<file path="src/rtl/icm_pkg.sv">
// shared types and constants for the inter-core mailbox block
// used by icm_ctrl, icm_dp and inter_core_mailbox_core; no dependencies
package icm_pkg;

    localparam int MAX_CORES_DEF = 8;
    localparam int SGI_COUNT_DEF = 16;

    localparam int CORE_W   = 3;
    localparam int SGI_W    = 4;
    localparam int PAY_W    = 64;
    localparam int CMD_W    = 2;
    localparam int STATUS_W = 2;
    localparam int ACTIVE_W = 4;
    localparam int BOX_W    = 2;

    localparam logic [ACTIVE_W-1:0] ACTIVE_RESET = 4'd8;

    // commands
    localparam logic [CMD_W-1:0] CMD_SEND   = 2'd0;
    localparam logic [CMD_W-1:0] CMD_BCAST  = 2'd1;
    localparam logic [CMD_W-1:0] CMD_ACCEPT = 2'd2;
    localparam logic [CMD_W-1:0] CMD_END    = 2'd3;

    // result status
    localparam logic [STATUS_W-1:0] STATUS_OK    = 2'd0;
    localparam logic [STATUS_W-1:0] STATUS_BUSY  = 2'd1;
    localparam logic [STATUS_W-1:0] STATUS_NOTGT = 2'd2;

    // mailbox states
    localparam logic [BOX_W-1:0] BOX_IDLE    = 2'd0;
    localparam logic [BOX_W-1:0] BOX_FILLING = 2'd1;
    localparam logic [BOX_W-1:0] BOX_PENDING = 2'd2;
    localparam logic [BOX_W-1:0] BOX_READING = 2'd3;

    // controller to datapath
    typedef struct packed {
        logic load_in;
        logic rd_en;
        logic upd;
        logic err_load;
        logic advance;
    } icm_cmd_t;

    // datapath to controller
    typedef struct packed {
        logic err;
        logic bcast;
        logic last;
        logic out_free;
    } icm_sts_t;

endpackage

</file>
<file path="src/rtl/icm_ctrl.sv">
// sequencing state machine for the mailbox block
// depends on icm_pkg; drives icm_dp through icm_cmd_t
module icm_ctrl (
    input  logic             aclk,
    input  logic             aresetn,
    input  logic             s_tvalid,
    output logic             s_tready,
    input  icm_pkg::icm_sts_t sts,
    output icm_pkg::icm_cmd_t cmd
);

    localparam logic [1:0] ST_IDLE   = 2'd0;
    localparam logic [1:0] ST_CHECK  = 2'd1;
    localparam logic [1:0] ST_ERR    = 2'd2;
    localparam logic [1:0] ST_UPDATE = 2'd3;

    logic [1:0] state_reg;
    logic [1:0] state_next;

    always_ff @(posedge aclk) begin
        if (!aresetn) begin
            state_reg <= ST_IDLE;
        end else begin
            state_reg <= state_next;
        end
    end

    always_comb begin
        state_next = state_reg;
        unique case (state_reg)
            ST_IDLE: begin
                if (s_tvalid) state_next = ST_CHECK;
            end
            ST_CHECK: begin
                state_next = sts.err ? ST_ERR : ST_UPDATE;
            end
            ST_ERR: begin
                if (sts.out_free) state_next = ST_IDLE;
            end
            ST_UPDATE: begin
                if (sts.out_free) begin
                    state_next = (sts.bcast && !sts.last) ? ST_CHECK : ST_IDLE;
                end
            end
            default: state_next = ST_IDLE;
        endcase
    end

    assign s_tready     = (state_reg == ST_IDLE);
    assign cmd.load_in  = (state_reg == ST_IDLE) && s_tvalid;
    assign cmd.rd_en    = (state_reg == ST_CHECK) && !sts.err;
    assign cmd.upd      = (state_reg == ST_UPDATE) && sts.out_free;
    assign cmd.err_load = (state_reg == ST_ERR) && sts.out_free;
    // step to the next broadcast target
    assign cmd.advance  = cmd.upd && sts.bcast && !sts.last;

endmodule

</file>
<file path="config.mk">
export PLATFORM = sky130hd
export DESIGN_NAME = icm_ctrl
export DESIGN_NICKNAME = d
export VERILOG_FILES = /design/src/rtl/icm_pkg.sv /design/src/rtl/icm_ctrl.sv
export SDC_FILE = /design/constraint.sdc
export NUM_CORES = 1
export LEC_CHECK = 0
export BUFFER_PORTS_ARGS = -buffer_cell sky130_fd_sc_hd__buf_2
export CAP_MARGIN = 20
export CORE_AREA = 2 2 39 41
export DETAILED_ROUTE_END_ITERATION = 8
export DIE_AREA = 0 0 41 43
export PLACE_DENSITY = 0.34
export SLEW_MARGIN = 0
export SYNTH_ARGS = -nofsm -noshare
export SYNTH_HDL_FRONTEND = slang
export SYNTH_SLANG_ARGS = --single-unit
</file>
<file path="constraint.sdc">
create_clock -name aclk -period 1 [get_ports aclk]
set_input_delay 0.15 -clock aclk [delete_from_list [all_inputs] [get_ports aclk]]
set_output_delay 0.15 -clock aclk [all_outputs]
set_load 0.05 [all_outputs]
</file>
Word-level counts from Yosys, hierarchy flattened
Cells that the tools add are included.
{"block": "classes", "eq_ne": 6, "mux": 6, "reduce_logical": 11}
{"cell": "2-bit one-hot mux with 4 select lines", "n": 1}
{"cell": "1-bit logical AND", "n": 7}
{"cell": "2-bit two-way mux", "n": 3}
{"cell": "2-bit inequality test (second input constant)", "n": 3}
{"cell": "2-bit equality test (second input constant)", "n": 2}
{"cell": "3-bit AND reduction", "n": 1}
{"cell": "2-bit by 1-bit equality test with 1-bit output (second input constant)", "n": 1}
{"cell": "1-bit zero test", "n": 2}
{"cell": "2-bit zero test", "n": 1}
{"cell": "1-bit two-way mux", "n": 2}
{"block": "totals", "regBits": 2, "input_bits": 7, "output_inout_bits": 6, "wordCells": 24}

Longest topological paths before layout
Gate-level depths: netlist of run 1.
{"block": "logic_depth", "depth_word": 5, "depth_mapped": 4, "depth_no_buf": 3}

Worst setup path after synthesis of run 1
OpenSTA, ideal clock, no wires.
{"block": "synth_path", "path_type": "reg-to-output", "startpoint": "reg state_reg[1]", "endpoint": "out cmd[4] (netlist bit)", "arrival_time_ps": 1661, "t_required_ps": 850, "path_slack_ps": -811, "path_stages_with_launch": 4, "path_buffers": 1, "path_cell_list": "dfxtp_1 -> buf_6 -> nor2_1 -> and2_1"}
{"element": "start: declaration", "line": "icm_ctrl.sv:17", "source": "logic [1:0] state_reg;"}
{"element": "start signal: assignment", "line": "icm_ctrl.sv:24", "source": "state_reg <= state_next;"}
{"element": "end: declaration", "line": "icm_ctrl.sv:9", "source": "output icm_pkg::icm_cmd_t cmd"}

==> run metrics, run 1 <==
post-layout instance area 432 sq um; max-slew violations 0; CP required 850 ps; Antenna Nets Post-Route 0; combinational share of power 55.4%; via/cell ratio 4.14; H-Tree Depth 1; crit-path max cell delay 360 ps; Pint 0.401 mW; layout cells sized above 1 82.9%; Core Area 1380 sq um; vias in the first global route 237; first-pass GRT wire length 924 microns; final worst setup slack -232 ps; Inserted Diodes 0; CTS tree yes; Clock Root Buffer clkbuf_4; Syn Nets 28; total CTS buffers 3; largest net degree at the start of global routing 6; Top-Level Pins 13; Psw 0.242 mW; status complete, but fails checks; DRC errors left 0; initial antenna violation count 0; PortBufs 12; Reg power frac 17.1%; part of the power in the clock network 27.5%; Worst VDD drop 0.817 mV; switch share 37.7%; pre-CTS setup slack -90.6 ps; CP Buf/Inv Count 1; Final GP Congestion 0.608; Pleak 0.201 nW; Clock transition at path regs 30 ps; worst skew pair latency 220 ps; maximum root-to-sink buffer count 2; Crit Path Class reg -> out; violated checks negative setup slack; top cell family by delay on the critical path flip-flops; Max Freq 812 MHz; kind of end point of the critical path output port; gr usage total 8.20%; CP arrival 1080 ps; Slew @ Worst Pin 140 ps; Synth cell types 13; RSZ-0062 raised after global routing yes; max reg flops 2; die area 1760 sq um; vias post-DR 236; Die Wd 41 microns; Yosys reg bits 2; synthesized cell area 159 sq um; Area Overhead vs Synth 172%; Power Dens Cells 1490 nW/um^2; Post-Route WL 592 microns; setup violators final 7; gr ovfl total 0; # hold bufs at CTS 0; mean post-synth cell area 7.57 sq um; CP max-delay cell dfxtp_4; worst-path maximum fanout 3; Nets 50; drt initial violations 0; critical-path cell list and3_4 > and3b_2 > buf_8; warnings from Yosys 0; Worst Skew 2.58 ps; worst hold path class in -> reg; DR pass1 iterations 1; Final period util 123%; count of final hold-check violations 0; Rel. slew slack 90.7%; cells after synthesis 21; # rows 14; Fillers 156; crit path time final 1230 ps; Area after DPL 292 sq um; Starting Density 11.5%; die height 43 microns; post-DR wirelength/cell 10.4 microns; startpoint type of the worst setup path flop; max cap viols 0; # clock sinks 2; post-synthesis sequential area ratio 25.2%
[stage by stage]
| step | util [%] | cells | power [mW] | TNS [ps] | hold slack, ps |
|---|---|---|---|---|---|
| floorplan | - | 21 | 0.301 | -548 | 256 |
| global placement | 21.1 | 51 | 0.368 | -286 | 395 |
| detailed placement | 21.1 | 51 | 0.368 | -284 | 401 |
| CTS | 27.8 | 56 | 0.621 | -1260 | 163 |
| global route | 31.2 | 57 | 0.692 | -1470 | 167 |
| finish | 31.2 | 57 | 0.643 | -1130 | 167 |
[cells in the final DEF (no fill, tap or decap), drive strengths merged]
cell,instances
nor3b,1
o2111a,1
and3b,1
nand3,1
buf,19
and3,1
a21o,1
dfxtp,2
a21oi,1
nand4b,1
clkbuf,3
nor2,5
and2,1
nand2,3
[cell usage after synthesis]
master / instances / area share (%)
nor3b_1: 1 / 4.7
and3b_1: 1 / 5.5
nand4b_1: 1 / 5.5
o2111a_1: 1 / 7.1
and3_1: 1 / 3.9
a21o_1: 1 / 4.7
buf_6: 2 / 14
and2_1: 1 / 3.9
dfxtp_1: 2 / 25
nor2_1: 5 / 12
nand3_1: 1 / 3.1
nand2_1: 3 / 7.1
a21oi_1: 1 / 3.1
[worst paths after layout]
check / slack [ps] / depth (start not counted) / start / to
worst max-delay path: -230 / 3 / state_reg[1] / cmd[0]
worst min-delay path: 170 / 3 / aresetn / state_reg[1]
worst max register to register: -50 / 5 / state_reg[0] / state_reg[0]
worst min register to register: 520 / 2 / state_reg[1] / state_reg[1]
[cell families after synthesis]
logic type | synth area share [%]
AND/OR/NAND/NOR | 45.7
buffers and inverters | 14.2
flip-flops | 25.2
AO/OA/AOI/OAI | 15.0
[tightest hold or removal path, cell delays in order]
cell     delay [ps]
buf_2           110
nand2_1          60
nor2_1           30
[layout make-up]
type | instances | area (sq um) | area share (%)
clock buffer | 3 | 22.5 | 5.22
multi-input combinational | 17 | 155 | 35.9
sequential | 2 | 45.0 | 10.4
tap | 16 | 20.0 | 4.64
timing repair buffer | 19 | 189 | 43.8
[power by group through the flow]
stage	registers, mW	logic (mW)	clock network [mW]
after floorplan	0.100	0.200	0
after global placement	0.110	0.258	0
after detailed placement	0.110	0.258	0
after CTS	0.110	0.325	0.187
after global routing	0.111	0.376	0.205
final	0.110	0.357	0.177
[timing repair]
item / 4_1_cts / 5_1_grt
pin swaps: 4 / 3
gates resized for setup: 17 / 11
gates cloned: 0 / 0
setup endpoints to repair: 6 / 7
setup buffers: 2 / 1
[layer usage]
| layer | vias to the layer above | global-route usage (%) | part of all wire, % |
|---|---|---|---|
| li1 | 113 | - | - |
| met1 | 109 | 8.89 | 38 |
| met2 | 14 | 10.9 | 47 |
| met3 | 0 | 6.81 | 15 |
| met4 | 0 | 4.00 | 0 |
| met5 | - | 0 | 0 |
Power figures use the tool's default switching activity.
==> run 2: changes to the inputs <==
==> constraint.sdc (replaced) <==
create_clock -name aclk -period 1.15 [get_ports aclk]
set_input_delay 0.1725 -clock aclk [delete_from_list [all_inputs] [get_ports aclk]]
set_output_delay 0.1725 -clock aclk [all_outputs]
set_load 0.02 [all_outputs]
==> run metrics, run 2 (synthesized netlist as in run 1, its figures left out) <==
CP required 980 ps (was 850 ps); Post-Route WL 440 microns (was 592 microns); Area Overhead vs Synth 95.3% (was 172%); die area 1760 sq um (unchanged); setup violators final 4 (was 7); drt initial violations 0 (unchanged); Clock transition at path regs 30 ps (about the same); post-DR wirelength/cell 8.30 microns (was 10.4 microns); worst skew pair latency 220 ps (about the same); Worst VDD drop 0.462 mV (was 0.817 mV); violated checks negative setup slack (unchanged); Pleak 0.160 nW (was 0.201 nW); DRC errors left 0 (unchanged); total CTS buffers 3 (unchanged); most common cell after layout, fill and taps aside buf_2 (unchanged); worst hold path class in -> reg (unchanged); status complete, but fails checks (unchanged); Max Freq 823 MHz; Top-Level Pins 13 (unchanged); Starting Density 11.5% (unchanged); Die Wd 41 microns (unchanged); # clock sinks 2 (unchanged); PortBufs 12 (unchanged); Crit Path Class reg -> out (unchanged); vias in the first global route 213 (was 237); layout cells sized above 1 64.9% (was 82.9%); kind of end point of the critical path output port (unchanged); Hold WS 188 ps (was 167 ps); max-slew violations 0 (unchanged); DP HPWL 362 microns; startpoint type of the worst setup path flop (unchanged); CP arrival 1040 ps (was 1080 ps); # rows 14 (unchanged); gr ovfl total 0 (unchanged); Core Area 1380 sq um (unchanged); vias post-DR 198 (was 236); max reg flops 2 (unchanged); first-pass GRT wire length 710 microns (was 924 microns); pre-CTS setup slack 108 ps (was -90.6 ps); count of final hold-check violations 0 (unchanged); DR pass1 iterations 1 (unchanged); max cap viols 0 (unchanged); crit path time final 1220 ps; Slew @ Worst Pin 136 ps (was 140 ps); gr usage total 6.41% (was 8.20%); RSZ-0062 raised after global routing yes (unchanged); Rel. slew slack 90.9% (was 90.7%); initial antenna violation count 0 (unchanged); CTS tree yes (unchanged); largest net degree at the start of global routing 7 (was 6); R2R setup slack 210 ps (was -50 ps); Final period util 106%; Clock Root Buffer clkbuf_4 (unchanged); Nets 46 (was 50); Antenna Nets Post-Route 0 (unchanged); Final GP Congestion 0.704 (was 0.608); maximum root-to-sink buffer count 2 (unchanged); Inserted Diodes 0 (unchanged); worst-path maximum fanout 3 (unchanged); H-Tree Depth 1 (unchanged); Worst Skew 1.53 ps (was 2.58 ps); final worst setup slack -65.1 ps (was -232 ps); via/cell ratio 3.74 (was 4.14); most frequent cells in the layout buf_2 (7), nor2_1 (4), buf_4 (4), buf_6 (4) (was buf_2 (6), buf_8 (5), buf_4 (4)); die height 43 microns (unchanged); Power Dens Cells 1380 nW/um^2 (was 1490 nW/um^2)
==> run 2: cell count changes in the layout (fill, tap and decap cells not counted), sizes merged <==
cell / previous run / this run
buf: 19 / 15
==> run 2: critical path, cell delays in order (launching register included) <==
cell	delay, ps
dfxtp_4	350
and3_1	150
and3b_2	200
buf_6	130
==> run 2: path summary, 6_finish.rpt <==
| path | start | endpoint | cells past startpoint |
|---|---|---|---|
| max | state_reg[1] | cmd[0] | 3 |
| min reg2reg | state_reg[1] | state_reg[1] | 2 |
| min | aresetn | state_reg[1] | 3 |
| max reg2reg | state_reg[0] | state_reg[0] | 4 |
==> run 2: timing repair <==
item / in CTS / in global routing
setup buffers: 0 / 0
endpoints found under the setup margin: 4 / 5
hold endpoints to repair: 0 / 0
hold buffers: 0 / 0
resized for setup: 11 / 4
pin swaps: 1 / 0
==> run 2: power by group <==
| part | internal, mW | switching [mW] |
|---|---|---|
| sequential | 0.0832 | 0.0125 |
| clock | 0.116 | 0.0439 |
| combinational | 0.0930 | 0.0796 |
==> run 2: layout make-up <==
class                           count  area (sq um)
Clock buffer                        3          22.5
Fill cell                         155          1070
Multi-Input combinational cell     17           113
Sequential cell                     2          45.0
Tap cell                           16          20.0
Timing Repair Buffer               15           110
==> run 2: metrics by stage <==
stage | cell area (sq um) | TNS [ps] | instances | power [mW] | util [%]
2_1_floorplan | 163 | 0 | 21 | 0.189 | -
3_3_place_gp | 243 | 0 | 50 | 0.235 | 17.5
3_5_place_dp | 243 | 0 | 50 | 0.231 | 17.5
4_1_cts | 298 | -228 | 53 | 0.420 | 21.5
5_1_grt | 310 | -322 | 53 | 0.458 | 22.4
6_report | 310 | -169 | 53 | 0.428 | 22.4
==> run 2: routing by layer <==
metal  GRT usage, %  wire [microns]  part of all wire, %  vias to the layer above
met5              0               0                    0                        -
li1               -               -                    -                      104
met2           12.5             312                   71                        0
met1           3.82             128                   29                       94
met4           6.00               0                    0                        0
met3           1.57               0                    0                        0
==> run 3: changes to the inputs <==
Settings changed: PLACE_DENSITY 0.34 to not set.
==> run metrics, run 3 (synthesized netlist as in run 1, its figures left out) <==
part of the power in the clock network 40.1% (was 37.3%); Crit Path Class reg -> out (unchanged); Core Area 1380 sq um (unchanged); worst skew pair latency 220 ps (about the same); Clock transition at path regs 30 ps (about the same); Inserted Diodes 0 (unchanged); Area Overhead vs Synth 81.1% (was 95.3%); Psw 0.125 mW (was 0.136 mW); crit-path max cell delay 350 ps (about the same); combinational share of power 34.1% (was 40.3%); worst-path maximum fanout 6 (was 3); Worst VDD drop 0.167 mV (was 0.462 mV); status complete, but fails checks (unchanged); setup tns final -97.8 ps (was -169 ps); CP max-delay cell dfxtp_4 (unchanged); CP arrival 1060 ps (was 1040 ps); pre-CTS setup slack 59.3 ps (was 108 ps); CP required 980 ps (about the same); # clock sinks 2 (unchanged); via/cell ratio 3.81 (was 3.74); Final GP Congestion 0.666 (was 0.704); Max Freq 815 MHz (was 823 MHz); DP HPWL 324 microns (was 362 microns); Reg power frac 25.8% (was 22.4%); Clock Root Buffer clkbuf_4 (unchanged); Final period util 107% (was 106%); kind of end point of the critical path output port (unchanged); vias in the first global route 181 (was 213); post-DR wirelength/cell 8.13 microns (was 8.30 microns); Slew @ Worst Pin 149 ps (was 136 ps); DR pass1 iterations 1 (unchanged); post-layout instance area 288 sq um (was 310 sq um); first-pass GRT wire length 586 microns (was 710 microns); die height 43 microns (unchanged); initial antenna violation count 0 (unchanged); CTS resizes 9 (was 11); gr ovfl total 0 (unchanged); setup violators final 2 (was 4); worst hold path class in -> reg (unchanged); maximum root-to-sink buffer count 2 (unchanged); DRC errors left 0 (unchanged); Die Wd 41 microns (unchanged); most common cell after layout, fill and taps aside buf_2 (unchanged); startpoint type of the worst setup path flop (unchanged); Nets 45 (was 46); vias post-DR 198 (unchanged); count of final hold-check violations 0 (unchanged); Post-Route WL 423 microns (was 440 microns); Area after DPL 235 sq um (was 243 sq um); Pleak 0.144 nW (was 0.160 nW); RSZ-0062 raised after global routing yes (unchanged); final worst setup slack -77.7 ps (was -65.1 ps); gr usage total 5.41% (was 6.41%); total CTS buffers 3 (unchanged); max cap viols 0 (unchanged); Pint 0.265 mW (was 0.292 mW); die area 1760 sq um (unchanged); Worst Skew 1.24 ps (was 1.53 ps); Starting Density 11.5% (unchanged); critical-path cell list and3_4 > and3b_2 > buf_6 (was and3_1 > and3b_2 > buf_6); most frequent cells in the layout buf_2 (9), nand2_1 (3), nor2_1 (3), clkbuf_4 (3), buf_4 (3) (was buf_2 (7), nor2_1 (4), buf_4 (4), buf_6 (4)); # rows 14 (unchanged); largest net degree at the start of global routing 7 (unchanged); Top-Level Pins 13 (unchanged); H-Tree Depth 1 (unchanged); crit path time final 1230 ps (was 1220 ps); drt initial violations 0 (unchanged); CTS tree yes (unchanged); switch share 32.1% (was 31.8%); layout cells sized above 1 63.9% (was 64.9%); Rel. slew slack 90.1% (was 90.9%); max reg flops 2 (unchanged); PortBufs 12 (unchanged); # hold bufs at CTS 0 (unchanged); Setup Buffers After CTS 0 (unchanged); violated checks negative setup slack (unchanged); max-slew violations 0 (unchanged); Antenna Nets Post-Route 0 (unchanged); Power Dens Cells 1350 nW/um^2 (was 1380 nW/um^2)
## run 3: layout make-up
class / instances / area [sq um]
clock buffer: 3 / 22.5
fill: 157 / 1100
multi-input combinational: 17 / 108
sequential: 2 / 47.5
tap: 16 / 20.0
timing repair buffer: 14 / 90.1
## run 3: critical path, delay by kind of cell (launching register included)
kind	cells	cell delay, ps
simple gates	2	350
flops	1	350
buf+inv	1	130
## run 3: metal layers
metal | share of wire, % | GRT usage [%] | wire length [microns] | vias up
li1 | - | - | - | 102
met1 | 38 | 3.18 | 159 | 89
met2 | 53 | 9.06 | 226 | 7
met3 | 9.0 | 1.57 | 38 | 0
met4 | 0 | 8.00 | 0 | 0
met5 | 0 | 0 | 0 | -
## run 3: path summary, 6_finish.rpt
check | from | end | slack [ps] | cells after the start
max | state_reg[0] | cmd[0] | -80 | 3
min | aresetn | state_reg[1] | 170 | 3
max reg2reg | state_reg[0] | state_reg[0] | 200 | 4
min reg2reg | state_reg[0] | state_reg[1] | 530 | 2
## run 3: stage by stage
stage	util (%)	power [mW]	instances	hold slack [ps]
finish	20.8	0.390	52	173
global route	20.8	0.413	52	192
CTS	20.3	0.399	52	164
detailed placement	17.0	0.221	49	413
global placement	17.0	0.222	49	415
floorplan	-	0.189	21	286
## run 3: power groups by stage
stage	sequential, mW	clock, mW	combinational [mW]
6_report	0.101	0.156	0.133
5_1_grt	0.103	0.163	0.147
4_1_cts	0.102	0.167	0.131
3_5_place_dp	0.0977	0	0.123
3_3_place_gp	0.0983	0	0.124
2_1_floorplan	0.0852	0	0.104
